`src/rtl/core/fsip_pkg.sv`:
```
// shared types and constants for the format string integer printer
`timescale 1ns / 1ps

package fsip_pkg;

    // fixed field widths
    localparam int CHAR_WIDTH  = 8;
    localparam int ARG_WIDTH   = 32;
    localparam int COLOR_WIDTH = 8;

    // character codes
    localparam logic [CHAR_WIDTH-1:0] CH_NUL   = 8'h00;
    localparam logic [CHAR_WIDTH-1:0] CH_PCT   = 8'h25;
    localparam logic [CHAR_WIDTH-1:0] CH_MINUS = 8'h2d;
    localparam logic [CHAR_WIDTH-1:0] CH_ZERO  = 8'h30;
    localparam logic [CHAR_WIDTH-1:0] CH_LOW_A = 8'h61;
    localparam logic [CHAR_WIDTH-1:0] CH_CONV_C = 8'h63;
    localparam logic [CHAR_WIDTH-1:0] CH_CONV_D = 8'h64;
    localparam logic [CHAR_WIDTH-1:0] CH_CONV_O = 8'h6f;
    localparam logic [CHAR_WIDTH-1:0] CH_CONV_S = 8'h73;
    localparam logic [CHAR_WIDTH-1:0] CH_CONV_X = 8'h78;

    // color handling
    localparam logic [COLOR_WIDTH-1:0] BASE_COLOR_RESET = 8'd15;
    localparam logic [COLOR_WIDTH-1:0] COLOR_HI_MASK    = 8'hf0;

    // decimal digit limit used by the dabble adjust
    localparam logic [3:0] DEC_ADJ_LIMIT = 4'd5;
    localparam logic [3:0] DEC_ADJ_ADD   = 4'd3;
    localparam logic [3:0] DEC_RADIX     = 4'd10;

    // input beat
    typedef struct packed {
        logic [CHAR_WIDTH-1:0] fmt_char;
        logic [ARG_WIDTH-1:0]  arg_value;
    } t_in_item;

    // output beat
    typedef struct packed {
        logic [CHAR_WIDTH-1:0]  out_char;
        logic [COLOR_WIDTH-1:0] text_color;
        logic                   last_of_run;
    } t_out_item;

    // request into the number converter
    typedef struct packed {
        logic                 start;
        logic                 hex;
        logic [ARG_WIDTH-1:0] mag;
    } t_conv_req;

    // character offered by the number converter
    typedef struct packed {
        logic                  valid;
        logic [CHAR_WIDTH-1:0] ch;
        logic                  last;
    } t_conv_rsp;

    // one digit to its ascii character
    function automatic logic [CHAR_WIDTH-1:0] digit_char(input logic [3:0] d);
        logic [CHAR_WIDTH-1:0] res;
        if (d < DEC_RADIX) begin
            res = CH_ZERO + {4'h0, d};
        end else begin
            res = CH_LOW_A + {4'h0, d - DEC_RADIX};
        end
        return res;
    endfunction

endpackage

```
`src/rtl/core/fsip_conv.sv`:
```
// bit-serial number converter: double dabble for decimal, nibble shift-out for hex
`timescale 1ns / 1ps

module fsip_conv #(
    parameter int DIGITS = 16
) (
    input  logic                i_clk,
    input  logic                i_rst_n,
    input  fsip_pkg::t_conv_req i_req,
    input  logic                i_take,
    output fsip_pkg::t_conv_rsp o_rsp
);

    localparam int DW = DIGITS * 4;
    localparam int CW = $clog2(DIGITS + 1);
    localparam int BW = $clog2(fsip_pkg::ARG_WIDTH + 1);

    typedef enum logic [2:0] {
        C_IDLE  = 3'b001,
        C_DAB   = 3'b010,
        C_EMIT  = 3'b100
    } t_cstate;

    t_cstate                          r_state, n_state;
    logic [DW-1:0]                    r_dig, n_dig;
    logic [fsip_pkg::ARG_WIDTH-1:0]   r_bin, n_bin;
    logic [BW-1:0]                    r_bits, n_bits;
    logic [CW-1:0]                    r_left, n_left;
    logic                             r_lead, n_lead;
    logic [DW-1:0]                    adj;
    logic [3:0]                       top;
    logic                             skip;

    // add-3 adjust on every digit lane
    always_comb begin
        for (int k = 0; k < DIGITS; k++) begin
            if (r_dig[k*4 +: 4] >= fsip_pkg::DEC_ADJ_LIMIT) begin
                adj[k*4 +: 4] = r_dig[k*4 +: 4] + fsip_pkg::DEC_ADJ_ADD;
            end else begin
                adj[k*4 +: 4] = r_dig[k*4 +: 4];
            end
        end
    end

    // leading digit and zero suppression
    assign top  = r_dig[DW-1 -: 4];
    assign skip = r_lead && (top == 4'h0) && (r_left != CW'(1));

    assign o_rsp.valid = (r_state == C_EMIT) && !skip;
    assign o_rsp.ch    = fsip_pkg::digit_char(top);
    assign o_rsp.last  = (r_left == CW'(1));

    // sequencer
    always_comb begin
        n_state = r_state;
        n_dig   = r_dig;
        n_bin   = r_bin;
        n_bits  = r_bits;
        n_left  = r_left;
        n_lead  = r_lead;
        unique case (r_state)
            C_IDLE: begin
                if (i_req.start) begin
                    n_lead = 1'b1;
                    n_left = CW'(DIGITS);
                    if (i_req.hex) begin
                        n_dig   = DW'(i_req.mag);
                        n_state = C_EMIT;
                    end else begin
                        n_dig   = '0;
                        n_bin   = i_req.mag;
                        n_bits  = BW'(fsip_pkg::ARG_WIDTH);
                        n_state = C_DAB;
                    end
                end
            end
            C_DAB: begin
                n_dig  = {adj[DW-2:0], r_bin[fsip_pkg::ARG_WIDTH-1]};
                n_bin  = {r_bin[fsip_pkg::ARG_WIDTH-2:0], 1'b0};
                n_bits = r_bits - BW'(1);
                if (r_bits == BW'(1)) begin
                    n_state = C_EMIT;
                end
            end
            C_EMIT: begin
                if (skip) begin
                    n_dig  = {r_dig[DW-5:0], 4'h0};
                    n_left = r_left - CW'(1);
                end else if (i_take) begin
                    n_dig  = {r_dig[DW-5:0], 4'h0};
                    n_left = r_left - CW'(1);
                    n_lead = 1'b0;
                    if (r_left == CW'(1)) begin
                        n_state = C_IDLE;
                    end
                end
            end
            default: begin
                n_state = C_IDLE;
            end
        endcase
    end

    // control registers
    always_ff @(posedge i_clk) begin
        if (!i_rst_n) begin
            r_state <= C_IDLE;
        end else begin
            r_state <= n_state;
        end
    end

    // datapath registers
    always_ff @(posedge i_clk) begin
        r_dig  <= n_dig;
        r_bin  <= n_bin;
        r_bits <= n_bits;
        r_left <= n_left;
        r_lead <= n_lead;
    end

endmodule

```
`src/rtl/core/format_string_integer_printer_top.sv`:
```
// top level of the format string integer printer
`timescale 1ns / 1ps

// Takes one format byte per input beat with its argument and emits printed
// characters tagged with the current text color; last_of_run marks the final
// character printed for an input beat; beats such as NUL, %o and %s print
// none. Input is taken only while the block is idle. For %d a minus sign
// goes out while the digits are still being formed: the converter shifts
// one argument bit per cycle through a double-dabble digit register, then
// moves one digit position per cycle, leading zeros included; a printed
// digit waits while the output is stalled. The user must write base_color
// only while the block is idle; the block itself does not enforce it. A
// new base_color takes effect at the next NUL; reset sets it back to
// BASE_COLOR_RESET.
module format_string_integer_printer_top #(
    parameter int DIGIT_STORE_DEPTH = 16
) (
    input  logic                i_clk,
    input  logic                i_rst_n,
    input  logic                i_in_valid,
    input  fsip_pkg::t_in_item  i_in_data,
    output logic                o_in_stall,
    output logic                o_out_valid,
    output fsip_pkg::t_out_item o_out_data,
    input  logic                i_out_stall,
    input  logic                i_cfg_valid,
    input  logic [fsip_pkg::COLOR_WIDTH-1:0] i_cfg_data,
    output logic                o_cfg_ready
);

    typedef enum logic [3:0] {
        S_IDLE = 4'b0001,
        S_PAIR = 4'b0010,
        S_ONE  = 4'b0100,
        S_CONV = 4'b1000
    } t_state;

    t_state                              r_state, n_state;
    logic                                r_pct, n_pct;
    logic [fsip_pkg::COLOR_WIDTH-1:0]    r_base;
    logic [fsip_pkg::COLOR_WIDTH-1:0]    r_color, n_color;
    logic [fsip_pkg::CHAR_WIDTH-1:0]     r_c0, n_c0;
    logic [fsip_pkg::CHAR_WIDTH-1:0]     r_c1, n_c1;
    logic                                r_pair_conv, n_pair_conv;
    logic                                r_out_valid, n_out_valid;
    fsip_pkg::t_out_item                 r_out, n_out;
    fsip_pkg::t_conv_req                 conv_req;
    fsip_pkg::t_conv_rsp                 conv_rsp;
    logic                                in_acc;
    logic                                slot_free;
    logic                                conv_take;
    logic [fsip_pkg::CHAR_WIDTH-1:0]     ch;
    logic [fsip_pkg::ARG_WIDTH-1:0]      arg;
    logic                                arg_neg;

    assign o_in_stall  = (r_state != S_IDLE);
    assign in_acc      = i_in_valid && (r_state == S_IDLE);
    assign slot_free   = !r_out_valid || !i_out_stall;
    assign conv_take   = (r_state == S_CONV) && slot_free;
    assign o_out_valid = r_out_valid;
    assign o_out_data  = r_out;
    assign o_cfg_ready = 1'b1;

    assign ch      = i_in_data.fmt_char;
    assign arg     = i_in_data.arg_value;
    assign arg_neg = arg[fsip_pkg::ARG_WIDTH-1];

    // converter request at accept time
    always_comb begin
        conv_req.start = in_acc && r_pct &&
                         ((ch == fsip_pkg::CH_CONV_D) || (ch == fsip_pkg::CH_CONV_X));
        conv_req.hex   = (ch == fsip_pkg::CH_CONV_X);
        if ((ch == fsip_pkg::CH_CONV_D) && arg_neg) begin
            conv_req.mag = '0 - arg;
        end else begin
            conv_req.mag = arg;
        end
    end

    fsip_conv #(
        .DIGITS (DIGIT_STORE_DEPTH)
    ) u_conv (
        .i_clk   (i_clk),
        .i_rst_n (i_rst_n),
        .i_req   (conv_req),
        .i_take  (conv_take),
        .o_rsp   (conv_rsp)
    );

    // format decode and emit sequencing
    always_comb begin
        n_state     = r_state;
        n_pct       = r_pct;
        n_color     = r_color;
        n_c0        = r_c0;
        n_c1        = r_c1;
        n_pair_conv = r_pair_conv;
        n_out_valid = r_out_valid && i_out_stall;
        n_out       = r_out;
        unique case (r_state)
            S_IDLE: begin
                if (in_acc) begin
                    priority if (ch == fsip_pkg::CH_NUL) begin
                        n_pct   = 1'b0;
                        n_color = r_base;
                    end else if (!r_pct) begin
                        if (ch == fsip_pkg::CH_PCT) begin
                            n_pct = 1'b1;
                        end else begin
                            n_c1    = ch;
                            n_state = S_ONE;
                        end
                    end else begin
                        n_pct = 1'b0;
                        priority if (ch == fsip_pkg::CH_CONV_C) begin
                            n_c1    = arg[fsip_pkg::CHAR_WIDTH-1:0];
                            n_state = S_ONE;
                        end else if (ch == fsip_pkg::CH_CONV_D) begin
                            if (arg_neg) begin
                                n_c0        = fsip_pkg::CH_MINUS;
                                n_pair_conv = 1'b1;
                                n_state     = S_PAIR;
                            end else begin
                                n_state = S_CONV;
                            end
                        end else if (ch == fsip_pkg::CH_CONV_X) begin
                            n_state = S_CONV;
                        end else if (ch == fsip_pkg::CH_CONV_O) begin
                            n_color = (r_color & fsip_pkg::COLOR_HI_MASK) |
                                      {4'h0, arg[3:0]};
                        end else if (ch == fsip_pkg::CH_CONV_S) begin
                            n_state = S_IDLE;
                        end else if (ch == fsip_pkg::CH_PCT) begin
                            n_c1    = fsip_pkg::CH_PCT;
                            n_state = S_ONE;
                        end else begin
                            n_c0        = fsip_pkg::CH_PCT;
                            n_c1        = ch;
                            n_pair_conv = 1'b0;
                            n_state     = S_PAIR;
                        end
                    end
                end
            end
            S_PAIR: begin
                if (slot_free) begin
                    n_out_valid = 1'b1;
                    n_out       = '{out_char: r_c0, text_color: r_color, last_of_run: 1'b0};
                    n_state     = r_pair_conv ? S_CONV : S_ONE;
                end
            end
            S_ONE: begin
                if (slot_free) begin
                    n_out_valid = 1'b1;
                    n_out       = '{out_char: r_c1, text_color: r_color, last_of_run: 1'b1};
                    n_state     = S_IDLE;
                end
            end
            S_CONV: begin
                if (conv_take && conv_rsp.valid) begin
                    n_out_valid = 1'b1;
                    n_out       = '{out_char: conv_rsp.ch, text_color: r_color,
                                    last_of_run: conv_rsp.last};
                    if (conv_rsp.last) begin
                        n_state = S_IDLE;
                    end
                end
            end
            default: begin
                n_state = S_IDLE;
            end
        endcase
    end

    // control registers
    always_ff @(posedge i_clk) begin
        if (!i_rst_n) begin
            r_state     <= S_IDLE;
            r_pct       <= 1'b0;
            r_base      <= fsip_pkg::BASE_COLOR_RESET;
            r_color     <= fsip_pkg::BASE_COLOR_RESET;
            r_out_valid <= 1'b0;
        end else begin
            r_state     <= n_state;
            r_pct       <= n_pct;
            r_color     <= n_color;
            r_out_valid <= n_out_valid;
            if (i_cfg_valid && o_cfg_ready) begin
                r_base <= i_cfg_data;
            end
        end
    end

    // payload registers
    always_ff @(posedge i_clk) begin
        r_c0        <= n_c0;
        r_c1        <= n_c1;
        r_pair_conv <= n_pair_conv;
        r_out       <= n_out;
    end

endmodule
```
`config.mk`:
```
export PLATFORM = sky130hd
export DESIGN_NAME = format_string_integer_printer_top
export DESIGN_NICKNAME = d
export VERILOG_FILES = /design/src/rtl/core/fsip_pkg.sv /design/src/rtl/core/fsip_conv.sv /design/src/rtl/core/format_string_integer_printer_top.sv
export SDC_FILE = /design/constraint.sdc
export NUM_CORES = 1
export LEC_CHECK = 0
export BUFFER_PORTS_ARGS = -buffer_cell sky130_fd_sc_hd__buf_2
export CAP_MARGIN = 20
export CORE_UTILIZATION = 30
export CTS_BUF_LIST = sky130_fd_sc_hd__clkbuf_16
export DETAILED_ROUTE_END_ITERATION = 10
export PLACE_DENSITY_LB_ADDON = 0.25
export RECOVER_POWER = 50
export SLEW_MARGIN = 20
export SYNTH_ARGS = -nofsm -noshare
export SYNTH_HDL_FRONTEND = slang
export SYNTH_SLANG_ARGS = --single-unit
```
`constraint.sdc`:
```
create_clock -name i_clk -period 18.9 [get_ports i_clk]
set_input_delay 0.945 -clock i_clk [delete_from_list [all_inputs] [get_ports i_clk]]
set_output_delay 0.945 -clock i_clk [all_outputs]
set_load 0.01 [all_outputs]
```
==> impl_metrics.ini, run 1 <==
[outcome]
status = finished, violations left
failed_checks = design-rule violations, max-capacitance violations, max-slew violations

[drt]
drt.antenna.violating_nets = 0
num_vias = 7285
first_iter_violations = 515
wl_per_cell_um = 16.72
drc = 4
firstDrtPassIters = 9
viasPerCell = 5.185
routed_wl_um = 23490

[timing]
tightest_slew_ns = 3.226
setup_viol = 0
whs_ns = 0.4329
slew_violations = 219
layout_min_cycle_time_ns = 4.535
clock.fmax_ghz = 0.2205
fin_crit_sh = 0.2399
hold_viol = 0
worst_slack_ns = 14.37
finalSetupTns_ns = 0
slew_headroom = -1.150
rsz0062_at_grt = no
clock-skew-final_ns = 0.01163

[critical_path]
timing.rr.start = u_conv.r_state[0]
worst_setup_path_end_kind = flop
cp_max_fo = 75
reg2reg_setup_slack_ns = 14.37
reg2reg_depth = 4
cp-startpoint = u_conv.r_state[0]
crit_path_start_kind = flop
crit_type = reg2reg
r2r-end = u_conv.r_dig[10]
worstPathRequired_ns = 19.07
arrival_ns = 4.70

[finish]
layout_commonest_cell = edfxtp_1
nNetsFinal = 1088
layout_common_cells = edfxtp_1 (134), a21oi_1 (84), nand2_1 (77)
areaGrowthSynthToFinish_pct = 13.76
drive_above_1_share = 0.1012
final_cell_area_um2 = 10710

[synth]
synthSimpleGateAreaFrac = 0.1650
synth_nets = 1035
ys.warnings.count = 0
synth_ff_type = edfxtp_1
postSynthCellCount = 942
async_flop_share = 0
synth_xor_xnor_area_share = 0.05304
synth_compound_gate_area_share = 0.1839
yosysSeqAreaShare = 0.4807
avgSynthCellArea_um2 = 9.991
synth_edf_count = 134
synth_fa_ha_area_frac = 0.05318
synthMuxAreaShare = 0.02420
synth_top_family_by_area = compound AO/OA/AOI/OAI gates
netlist_area_um2 = 9412
synth-seq-cells = 159
yosysUniqueCellTypes = 72

[power_and_ir_drop]
peakVddDrop_uv = 42.91
comb_power_share = 0.052
p_leak_uw = 0.003673
power.share.clock = 0.459
p_seq_frac = 0.489
power_switching_uw = 179.8
powerDensity_nw_per_um2 = 73.52
swShare = 0.2284
p_int_uw = 607.3

[floorplanning]
die-area_um2 = 32080
die_h_um = 179.1
start_util = 0.3061
num_rows = 64
die_w_um = 179.1
ios = 73
fp.coreArea_um2 = 30750

[global_routing]
track_usage = 0.1504
grt_max_degree = 76
grt_overflow = 0
grt_pass1_wl_um = 37470
grt_pass1_vias = 7050
antenna_found_initial = 1

[place]
dpl.hpwl_um = 16240
postPlaceCellArea_um2 = 10180
pre_cts_ws_ns = 15.34
port-buffer-count = 71
gp_congestion = 0.8204

[hold_path]
hp-class = reg2reg
worstHoldStart = r_color[3]
whs_endpoint = o_out_data[4]
min_path_cells = 0

[cts]
cts.sinks = 159
tritoncts = yes
clk_pin_slew_ns = 0.06
clock_latency_ns = 0.43
htreeDepth = 4
root_buffer = clkbuf_16
cts_hold_buf = 0
ctsResizeCount = 0
post_cts_buffers = 0
clock_path_buffers = 2
cts_buffers = 17

[job]
cap_violations = 5
-- registers in the layout, indices dropped and copies added (netlist names) --
signal,count
u_conv.r_state,3
r_color,8
o_out_data,17
r_c1,8
u_conv.r_left,5
u_conv.r_dig,64
o_out_valid,1
u_conv.r_lead,1
u_conv.r_bin,32
r_pair_conv,1
r_pct,1
r_base,8
r_state,4
u_conv.r_bits,6
-- logic make-up (layout without fill, tap and decap cells) --
logic type	count (synthesis)	count (layout)
AOI/OAI and AO/OA	278	278
and+or+nand+nor	290	290
muxes	22	22
DFF	159	159
xor gates and xnor gates	57	57
other	1	2
adders and majority gates	40	40
buffers and inverters	95	161
-- cells in the mapped netlist (3+ instances only) --
library cell | number | area, µm²
a221oi_1 | 4 | 35.03
inv_1 | 49 | 183.9
o21ai_0 | 74 | 370.4
o32ai_1 | 7 | 61.31
nor2_1 | 69 | 259.0
o21ai_1 | 3 | 15.01
edfxtp_1 | 134 | 4024
o22ai_1 | 15 | 93.84
a211oi_1 | 3 | 22.52
a22o_1 | 7 | 61.31
nor2b_1 | 14 | 87.58
xor2_1 | 23 | 201.4
and2_1 | 4 | 25.02
mux2i_1 | 16 | 160.2
a31oi_1 | 7 | 43.79
nand2_1 | 77 | 289.0
o211ai_1 | 6 | 45.04
a21o_1 | 7 | 52.55
a21boi_0 | 6 | 45.04
and3_1 | 8 | 50.05
nand2b_1 | 21 | 131.4
o31ai_1 | 12 | 90.09
nor3_1 | 13 | 65.06
clkbuf_1 | 36 | 135.1
xnor2_1 | 34 | 297.8
dfxtp_1 | 25 | 500.5
nand3b_1 | 5 | 37.54
nor4_1 | 5 | 31.28
ha_1 | 40 | 500.5
a21oi_1 | 84 | 420.4
mux2_2 | 6 | 67.56
a41oi_1 | 5 | 43.79
nand3_1 | 19 | 95.09
nor4b_1 | 3 | 26.28
a22oi_1 | 14 | 105.1
a221o_1 | 7 | 70.07
nor3b_1 | 20 | 150.1
buf_2 | 6 | 30.03
or3_1 | 10 | 62.56
or4_1 | 3 | 22.52
-- metal layers --
metal,wire [µm],global-route usage,part of all wire,vias up
li1,-,-,-,3582
met1,11300,0.2079,0.48,3556
met2,11200,0.2431,0.48,137
met3,816,0.02629,0.035,10
met4,180,0.03501,0.0077,0
met5,0,0,0,-
-- power by group through the flow --
stage               Sequential (µW)  Combinational, µW  Clock, µW
CTS                             385               42.0        368
global route                    385               44.8        382
detailed placement              393               41.9          0
floorplan                       392               23.0          0
global placement                393               41.5          0
finish                          385               40.6        361
-- final cells by class --
type,instances,area (µm²)
Sequential cell,159,4524
Timing Repair Buffer,80,377.9
Tap cell,396,495.5
Fill cell,3168,20040
Clock buffer,17,425.4
Inverter,49,183.9
Antenna cell,1,2.502
Multi-Input combinational cell,688,4511
Clock inverter,15,186.4
-- worst max path at each step --
stage / to / slack, ns / depth (start not counted)
floorplan: u_conv.r_dig[0] / 11.73 / 6
finish: u_conv.r_dig[10] / 14.37 / 4
detailed placement: u_conv.r_dig[20] / 15.34 / 8
global route: u_conv.r_dig[52] / 13.85 / 5
global placement: u_conv.r_dig[16] / 15.47 / 8
CTS: u_conv.r_dig[20] / 15.81 / 8
-- per-stage QoR --
stage / total power, µW / utilization / std cells
after floorplan: 414.9 / - / 942
after global placement: 434.2 / 0.3311 / 1372
after detailed placement: 434.6 / 0.3311 / 1372
after CTS: 794.7 / 0.3510 / 1404
after global routing: 812.1 / 0.3481 / 1404
final: 787.1 / 0.3482 / 1405
-- worst max-delay path, stage by stage, from the launching register on --
cell      delay, ns
dfxtp_1        0.39
or3b_1         0.89
clkbuf_1       2.36
a211oi_1       0.20
a221o_1        0.42
(Power assumes the default switching activity.)
==> inputs of run 2 (changes only) <==
==> constraint.sdc (replaced) <==
create_clock -name i_clk -period 3.7 [get_ports i_clk]
set_input_delay 0.185 -clock i_clk [delete_from_list [all_inputs] [get_ports i_clk]]
set_output_delay 0.185 -clock i_clk [all_outputs]
set_load 0.01 [all_outputs]
==> run 2 against run 1 <==
Utilization increased by 0.28 points. Global-route usage shrank 0.22 points. Worst hold slack worse by 0.41 ns. The run still ends with design-rule violations, max-capacitance violations, max-slew violations left. First-iteration DRC count decreased by 5.8%. Highest routed layer unchanged. Wire length fell by 1.5%. Clock skew rose by 0.00080 ns.
==> impl_metrics.ini, run 2 (synthesized netlist as in run 1, its figures left out) <==
[finish]
final_util = 0.3510
areaGrowthSynthToFinish_pct = 14.69
nNetsFinal = 1095
drive_above_1_share = 0.1064
nFillCells = 3189
largest_reg_flops = 64
max_flop_register = u_conv.r_dig
layout_common_cells = edfxtp_1 (134), a21oi_1 (84), nand2_1 (77)
num_antenna_cells = 0
layout_commonest_cell = edfxtp_1

[critical_path]
cp_max_fo = 39
worst_setup_path_end_kind = flop
arrival_ns = 3.16
crit_path_start_kind = flop
worstPathRequired_ns = 3.87
crit_type = reg2reg

[floorplanning]
start_util = 0.3061
die_w_um = 179.1
die-area_um2 = 32080
fp.coreArea_um2 = 30750
num_rows = 64
die_h_um = 179.1
ios = 73

[place]
gp_congestion = 0.7623
port-buffer-count = 71
dpl.hpwl_um = 16010

[outcome]
failed_checks = design-rule violations, max-capacitance violations, max-slew violations
status = finished, violations left

[timing]
whs_ns = 0.01859
clock-skew-final_ns = 0.01243
fin_crit_sh = 0.8074
setup_viol = 0
slew_violations = 41
finalSetupTns_ns = 0
layout_min_cycle_time_ns = 2.988
slew_headroom = -0.3561
clock.fmax_ghz = 0.3347
rsz0062_at_grt = no
tightest_slew_ns = 2.034
hold_viol = 0

[cts]
ctsResizeCount = 0
tritoncts = yes
clock_latency_ns = 0.43
cts.sinks = 159
cts_buffers = 17
clock_path_buffers = 2
htreeDepth = 4
root_buffer = clkbuf_16
clk_pin_slew_ns = 0.06

[drt]
first_iter_violations = 485
wl_per_cell_um = 16.40
firstDrtPassIters = 9
drt.antenna.violating_nets = 0
viasPerCell = 5.044
drc = 6
num_vias = 7117
routed_wl_um = 23150

[job]
cap_violations = 2

[global_routing]
grt_overflow = 0
antenna_found_initial = 0
grt_pass1_vias = 7014
grt_pass1_wl_um = 37160
grt_max_degree = 75
track_usage = 0.1482

[hold_path]
hp-class = in2reg

[power_and_ir_drop]
peakVddDrop_uv = 213.6
powerDensity_nw_per_um2 = 367.8
p_leak_uw = 0.003737
## run 2: final timing paths
kind	slack [ns]	cells after the start	from	end
min	0.02	3	i_cfg_data[5]	r_base[5]
min reg2reg	0.43	0	r_color[4]	o_out_data[5]
max reg2reg	0.71	5	u_conv.r_state[0]	u_conv.r_dig[10]
max	0.71	5	u_conv.r_state[0]	u_conv.r_dig[10]
## run 2: metal layers
metal  GRT usage  share of wire  up-vias
li1            -              -     3600
met1      0.2052           0.49     3403
met5           0              0        -
met4     0.03606         0.0098        0
met2      0.2392           0.47      101
met3     0.02481          0.027       13
## run 2: through the flow
| step | instances | total power [µW] | cell area [µm²] | setup WS (ns) |
|---|---|---|---|---|
| final | 1411 | 3970 | 10790 | 0.7125 |
| after global routing | 1411 | 4109 | 10790 | 0.4809 |
| after floorplan | 942 | 2119 | 9434 | 0.2006 |
| after CTS | 1411 | 4021 | 10870 | 0.9741 |
| after detailed placement | 1375 | 2218 | 10220 | 0.9855 |
| after global placement | 1375 | 2217 | 10220 | 1.024 |
## run 2: repair_timing
item | in CTS | in global routing
hold buffers | 4 | 0
buffers inserted | 0 | 0
endpoints found under the hold margin | 4 | 0
## run 2: area by class of cell
class	instances	area, µm²	share of cell area
Multi-Input combinational cell	688	4527	0.4194
Sequential cell	159	4524	0.4191
Clock buffer	20	500.5	0.04637
Tap cell	396	495.5	0.04590
Timing Repair Buffer	87	457.9	0.04242
Inverter	49	183.9	0.01704
Clock inverter	12	105.1	0.009737
## run 2: power breakdown
group / total [µW] / switching [µW] / internal [µW] / leakage (µW)
clock: 1790 / 746 / 1050 / 0.000304
combinational: 207 / 127 / 79.9 / 0.00190
sequential: 1970 / 17.6 / 1950 / 0.00153
total: 3970 / 890 / 3080 / 0.00374
## run 2: critical path: stages (launching register included)
cell      delay [ns]
dfxtp_1         0.35
nor3b_2         0.22
clkbuf_1        1.48
nor3_1          0.10
buf_4           0.27
a221o_1         0.29
